--- src/azcs_pkg.sv ---
// ----------------------------------------------------------------------------
// azcs_pkg
// Shared types, widths and constants for the auto-zero current sense block.
// ----------------------------------------------------------------------------
package azcs_pkg;

  localparam int unsigned RAW_W   = 16;
  localparam int unsigned TAG_W   = 16;
  localparam int unsigned SCALE_W = 32;
  localparam int unsigned OUT_W   = 24;
  localparam int unsigned FRAC_W  = 16;  // Q16.16 scales

  localparam int unsigned RAW_MAX_DEF  = 4095;
  localparam int unsigned ZERO_L2_DEF  = 6;

  localparam logic [SCALE_W-1:0] CUR_SCALE_RST  = 32'd52429;
  localparam logic [SCALE_W-1:0] VBUS_SCALE_RST = 32'd1048576;

  // configuration register indexes
  localparam int unsigned CFG_IDX_W = 1;
  typedef enum logic [CFG_IDX_W-1:0] {
    CFG_CURRENT_SCALE = 1'b0,
    CFG_VBUS_SCALE    = 1'b1
  } cfg_idx_t;

  typedef enum logic [2:0] {
    ST_CONVERTED  = 3'd0,
    ST_CAL_SAMPLE = 3'd1,
    ST_CAL_DONE   = 3'd2,
    ST_REJECTED   = 3'd3,
    ST_RESTARTED  = 3'd4
  } status_t;

  localparam logic REQ_SAMPLE  = 1'b0;
  localparam logic REQ_RESTART = 1'b1;

endpackage

--- src/azcs_cur_sat.sv ---
// ----------------------------------------------------------------------------
// azcs_cur_sat
// Rounds a current product magnitude half away from zero, applies the sign
// and saturates to signed 24 bits.
// ----------------------------------------------------------------------------
module azcs_cur_sat #(
  parameter int unsigned ZERO_SAMPLES_LOG2 = azcs_pkg::ZERO_L2_DEF
) (
  input  logic                                   neg,
  input  logic [azcs_pkg::RAW_W+ZERO_SAMPLES_LOG2+azcs_pkg::SCALE_W-1:0] prod,
  output logic signed [azcs_pkg::OUT_W-1:0]      value
);

  localparam int unsigned PROD_W = azcs_pkg::RAW_W + ZERO_SAMPLES_LOG2 + azcs_pkg::SCALE_W;
  localparam int unsigned SHIFT  = azcs_pkg::FRAC_W + ZERO_SAMPLES_LOG2;
  localparam int unsigned RND_W  = PROD_W + 1 - SHIFT;

  localparam logic [PROD_W:0]  HALF    = (PROD_W+1)'(1) << (SHIFT - 1);
  localparam logic [RND_W-1:0] POS_MAX = RND_W'(2**(azcs_pkg::OUT_W-1) - 1);
  localparam logic [RND_W-1:0] NEG_MAX = RND_W'(2**(azcs_pkg::OUT_W-1));

  logic [PROD_W:0]  rnd_sum;
  logic [RND_W-1:0] mag;

  assign rnd_sum = (PROD_W+1)'(prod) + HALF;
  assign mag     = rnd_sum[PROD_W:SHIFT];

  always_comb begin
    if (neg) begin
      if (mag > NEG_MAX) begin
        value = -$signed(NEG_MAX[azcs_pkg::OUT_W-1:0]);
      end else begin
        value = $signed(-mag[azcs_pkg::OUT_W-1:0]);
      end
    end else begin
      if (mag > POS_MAX) begin
        value = $signed(POS_MAX[azcs_pkg::OUT_W-1:0]);
      end else begin
        value = $signed(mag[azcs_pkg::OUT_W-1:0]);
      end
    end
  end

endmodule

--- config.mk ---
export PLATFORM = sky130hd
export DESIGN_NAME = azcs_cur_sat
export DESIGN_NICKNAME = d
export VERILOG_FILES = /design/src/azcs_pkg.sv /design/src/azcs_cur_sat.sv
export SDC_FILE = /design/constraint.sdc
export NUM_CORES = 1
export LEC_CHECK = 0
export ABC_AREA = 0
export BUFFER_PORTS_ARGS = -buffer_cell sky130_fd_sc_hd__buf_2
export CORE_ASPECT_RATIO = 0.8
export CORE_UTILIZATION = 40
export DETAILED_ROUTE_END_ITERATION = 16
export GPL_TIMING_DRIVEN = 0
export PLACE_DENSITY = 0.68
export SETUP_SLACK_MARGIN = 0.4
export SLEW_MARGIN = 0
export SYNTH_ARGS = -nofsm -noshare
export SYNTH_HDL_FRONTEND = slang
export SYNTH_SLANG_ARGS = --single-unit
--- constraint.sdc ---
create_clock -name vclk -period 4.25
set_clock_uncertainty 0.05 [all_clocks]
set_input_delay 0.425 -clock vclk [all_inputs]
set_output_delay 0.425 -clock vclk [all_outputs]
set_load 0.01 [all_outputs]
==> results of run 1 <==
## layout make-up
class              count  area (um^2)  area share [%]
inverters              7        26.28          0.9598
multi-input cells    267         2128           77.74
well taps             60        75.07           2.742
repair buffers        70        405.4           14.81
plain buffers         17        102.6           3.748
## power by group through the flow
stage / registers [mW] / logic, mW / clock network, mW
global route: 0 / 0.226 / 0
floorplan: 0 / 0.110 / 0
detailed placement: 0 / 0.177 / 0
CTS: 0 / 0.191 / 0
finish: 0 / 0.209 / 0
global placement: 0 / 0.175 / 0
## per-layer routing
layer	vias up	share of wire, %	global-route usage (%)
li1	1309	-	-
met1	1316	48	42.51
met2	170	43	37.82
met3	4	8.9	0.6944
met4	0	0.29	0.2232
met5	-	0	0
## worst paths after layout
| check | to | depth (start not counted) |
|---|---|---|
| worst min-delay path | value[5] | 4 |
| worst max-delay path | value[14] | 11 |
## cell usage after synthesis (2+ instances only)
cell	number
inv_1	7
nand4_1	17
and2_1	6
mux2i_1	4
buf_2	6
o211ai_1	2
clkbuf_1	10
a221oi_1	2
or3_1	5
nand4_4	2
nor3_1	19
and3_1	13
nor4_4	2
nor2_1	13
ha_1	3
or2_2	2
o21ai_1	3
nand3_1	22
xnor2_1	19
a31oi_1	4
a2111oi_2	4
and4_1	6
o32ai_1	2
a2111oi_0	7
o21ai_0	7
o211a_1	3
nor4b_1	2
nand3b_1	2
nand2_1	23
or4_1	4
o2111ai_1	2
a22o_1	2
nor3b_1	3
nor2b_1	2
a211oi_1	8
a32o_1	2
xor2_1	13
o311a_1	2
a21oi_1	3
nor4_1	11
## stage by stage
step / power, mW / setup TNS, ns / instances / worst slack (ns)
after floorplan: 0.1096 / 0 / 291 / 0.3130
after global placement: 0.1752 / -0.9163 / 402 / -0.1949
after detailed placement: 0.1771 / -0.8520 / 402 / -0.2101
after CTS: 0.1913 / 0 / 412 / 0.4037
after global routing: 0.2261 / 0 / 421 / 0.3341
final: 0.2094 / 0 / 421 / 0.4234
## critical path, stage by stage
cell       delay (ns)
clkbuf_4         0.17
nand4_4          0.14
buf_6            0.18
or3_1            0.38
a2111oi_2        0.36
nor4b_2          0.27
nand4_1          0.19
o41ai_4          0.42
nor2_4           0.10
a2111oi_1        0.50
buf_2            0.21
## repair_timing
| item | CTS | global route |
|---|---|---|
| setup endpoints to repair | 22 | 24 |
| setup buffers | 10 | 9 |
| gates resized for setup | 34 | 21 |
| pin swaps | 10 | 10 |
## cells in the final DEF, fill, tap and decap left out, types with 6 or more instances in the layout
master	netlist	routed
a211oi_1	8	8
and2_1	6	6
and3_1	13	13
buf_2	6	49
buf_4	0	21
clkbuf_1	10	7
inv_1	7	7
nand2_1	23	22
nand3_1	22	20
nand4_1	17	17
nor2_1	13	12
nor3_1	19	18
nor4_1	11	7
o21ai_0	7	7
xnor2_1	19	16
xor2_1	13	12
## kinds of logic (layout without fill, tap and decap cells)
| logic type | Yosys count | count (layout) | share of synthesized area, % |
|---|---|---|---|
| adder cells (fa/ha/maj) | 3 | 3 | 1.872 |
| AND/OR/NAND/NOR | 161 | 161 | 48.60 |
| buffers and inverters | 24 | 94 | 5.241 |
| XOR/XNOR | 32 | 32 | 13.97 |
| multiplexers | 5 | 5 | 2.558 |
| AO/OA/AOI/OAI | 66 | 66 | 27.76 |
==> flow_summary.json, run 1 <==
{
  "holdBufCountCts": 0,
  "power_frac_comb_pct": 100.0,
  "die_w_um": 81.17,
  "p_sw_share_pct": 61.03,
  "place_area_um2": 2336,
  "critPathCaptureType": "output pin",
  "seq_area_um2": 0,
  "leakage_nw": 1.023,
  "cap_violations": 0,
  "cp_max_fo": 10,
  "grt_pass1_vias": 2147,
  "antenna_found_initial": 0,
  "crit_type": "in -> out",
  "dr.pass1.iters": 6,
  "fmax_mhz": 261.3,
  "wl_um": 7156,
  "core_region_area_um2": 4707,
  "io_buffers": 51,
  "grt_pass1_wl_um": 10960,
  "postRouteAntennaNets": 0,
  "rsz0062_at_grt": "true",
  "area_delta_synth_final_pct": 36.49,
  "n_antenna_cell": 0,
  "first_iter_violations": 296,
  "hold_viol_final": 0,
  "vias_per_cell": 6.648,
  "min_period_ns": 3.827,
  "cp-startpoint": "prod[27]",
  "via_count": 2799,
  "grt_max_degree": 11,
  "wire_per_inst_um": 17.00,
  "num_rows": 22,
  "powerDensity_nw_per_um2": 76.49,
  "post-synth-top-area-cell": "xnor2_1",
  "irDropWorstVdd_mv": 0.05667,
  "min-delay-start": "neg",
  "post-route-period-util_pct": 90.04,
  "layout-drive-gt1-share_pct": 34.07,
  "p_clk_share_pct": 0,
  "status": "finished clean",
  "fp.dieH_um": 65.34,
  "fillers": 435,
  "seq_cells": 0,
  "cp.required_ns": 3.77,
  "drv_slew": 0,
  "drc": 0,
  "start_kind": "input port",
  "clock_buffers": 0,
  "holdCritPathClass": "in -> out",
  "postLayoutCoreUtil_pct": 58.16,
  "synth_top_area_share_pct": 8.297,
  "crit_arrival_ns": 3.35,
  "syn_area_um2": 2006,
  "die-area_um2": 5303,
  "gp_congestion": 0.8998,
  "finalSetupViolations": 0,
  "yosysWarnings": 0,
  "synthCells": 291,
  "dp.final_hpwl_um": 5277,
  "syn_area_per_cell_um2": 6.892,
  "synthDistinctLibCells": 62,
  "p_int_mw": 0.08159,
  "nets": 421,
  "grt_overflow": 0,
  "netlist_top_cells_area": "xnor2_1, xor2_1, nand3_1",
  "initial_utilization_pct": 42.61,
  "io_pins": 79,
  "seq_area_frac_synth_pct": 0,
  "slew_headroom_pct": 39.57,
  "worstMarginPinSlew_ns": 0.8999,
  "fin_hold_ws_ns": 1.305,
  "seq_power_share_pct": 0,
  "p_sw_mw": 0.1278,
  "grt.total_usage_pct": 25.74,
  "synth_nets": 349,
  "final_design_area_no_fill_um2": 2738
}
Note: power is estimated with default switching activity, not from simulation.
==> run 2, diff against run 1 <==
--- a/config.mk
+++ b/config.mk
@@ -8,6 +8,7 @@
 export ABC_AREA = 0
 export BUFFER_PORTS_ARGS = -buffer_cell sky130_fd_sc_hd__buf_2
 export CORE_ASPECT_RATIO = 0.8
+export CORE_MARGIN = 2
 export CORE_UTILIZATION = 40
 export DETAILED_ROUTE_END_ITERATION = 16
 export GPL_TIMING_DRIVEN = 0
==> run 2 against run 1 <==
Against the previous run: combinational power is 6% higher; hold slack better by 0.012 ns; non-clock buffer count is 7 higher; cell area is 5.6% higher; via count is 1.1% lower; critical endpoint is now value[13]; core utilization is 0.57 points higher.
==> flow_summary.json, run 2 (synthesis gave the netlist of run 1 again) <==
{
  "worstMarginPinSlew_ns": 0.9134,
  "slowest_stage": "or4_4",
  "fp.dieH_um": 67.34,
  "min_period_ns": 3.822,
  "n_antenna_cell": 0,
  "seq_area_um2": 0,
  "grt_pass1_wl_um": 10870,
  "final_common_cell": "buf_2",
  "initial_utilization_pct": 40.76,
  "post-route-period-util_pct": 89.93,
  "wire_per_inst_um": 17.36,
  "fin_ws_ns": 0.4281,
  "fin_hold_ws_ns": 1.318,
  "dpl_worst_slack_ns": -0.1858,
  "via_count": 2767,
  "die-area_um2": 5600,
  "hold_viol_final": 0,
  "clock_buffers": 0,
  "nets": 428,
  "area_delta_synth_final_pct": 44.10,
  "first_iter_violations": 233,
  "critPathCaptureType": "output pin",
  "critPathTopFamily": "simple AND/OR/NAND/NOR gates",
  "status": "finished clean",
  "critical_path.max_stage_delay_ns": 0.53,
  "start_kind": "input port",
  "core_region_area_um2": 4921,
  "holdCritPathClass": "in -> out",
  "finalSetupViolations": 0,
  "grt_pass1_vias": 2143,
  "grt_overflow": 0,
  "cp.required_ns": 3.77,
  "layout-drive-gt1-share_pct": 36.14,
  "vias_per_cell": 6.435,
  "gp_congestion": 0.9059,
  "holdBufCountCts": 0,
  "crit_type": "in -> out",
  "postRouteAntennaNets": 0,
  "slew_headroom_pct": 38.67,
  "io_buffers": 51,
  "power.total_mw": 0.2221,
  "wl_um": 7463,
  "antenna_found_initial": 0,
  "cap_violations": 0,
  "fmax_mhz": 261.7,
  "dp.final_hpwl_um": 5391,
  "irDropWorstVdd_mv": 0.04599,
  "final_cell_mix": "buf_2, buf_4, nand2_1, nand3_1, nor3_1",
  "die_w_um": 83.17,
  "crit_chain": "clkbuf_4 > ha_4 > nand4_1 > or4_4 > nor2_4 > xnor2_4 > or4_4 > o41ai_4 > nor2_4 > buf_8 > a211oi_1 > buf_2",
  "tns_ns": 0,
  "io_pins": 79,
  "grt_max_degree": 11,
  "cp_max_fo": 7,
  "grt.total_usage_pct": 23.11,
  "drc": 0,
  "rsz0062_at_grt": "true",
  "dr.pass1.iters": 5,
  "critPathBufInv": 3,
  "drv_slew": 0,
  "leakage_nw": 1.082,
  "crit_arrival_ns": 3.35,
  "num_rows": 23,
  "powerDensity_nw_per_um2": 76.84,
  "seq_cells": 0
}
-- run 2: area by class of cell --
cell class                      count  area, um^2
Timing Repair Buffer               77       491.7
Multi-Input combinational cell    267        2153
Tap cell                           62       77.57
Fill cell                         465        2031
Inverter                            7       26.28
Buffer                             17       141.4
-- run 2: report_power, final --
part           internal (mW)  total, mW  switching (mW)
Clock                      0          0               0
Combinational         0.0915      0.222           0.131
Sequential                 0          0               0
Total                 0.0915      0.222           0.131
-- run 2: tightest hold or removal path, cell delays in order --
cell	delay [ns]
buf_2	0.16
and3_1	0.19
a2111oi_2	0.05
buf_2	0.13
-- run 2: path summary, 6_finish.rpt --
kind,from,end,cells after the start
setup / recovery,prod[22],value[13],12
hold / removal,neg,value[3],4
-- run 2: through the flow --
stage               util (%)  instances  cell area [um^2]
finish                 58.73        430              2890
floorplan                  -        291              2006
detailed placement     47.52        404              2338
global route           58.73        430              2890
global placement       47.52        404              2338
CTS                    51.77        412              2547
-- run 2: timing repair --
action	4_1_cts	5_1_grt
buffers inserted	8	17
gates cloned	0	1
gates resized for setup	32	46
endpoints found under the setup margin	22	24
pin swaps	8	18
-- run 2: per-layer routing --
metal / share of wire, % / global-route usage, % / routed length, um
met3: 7.2 / 0.9780 / 535
met2: 47 / 37.30 / 3477
met4: 0.16 / 0.6148 / 12
met1: 46 / 35.82 / 3438
met5: 0 / 0 / 0
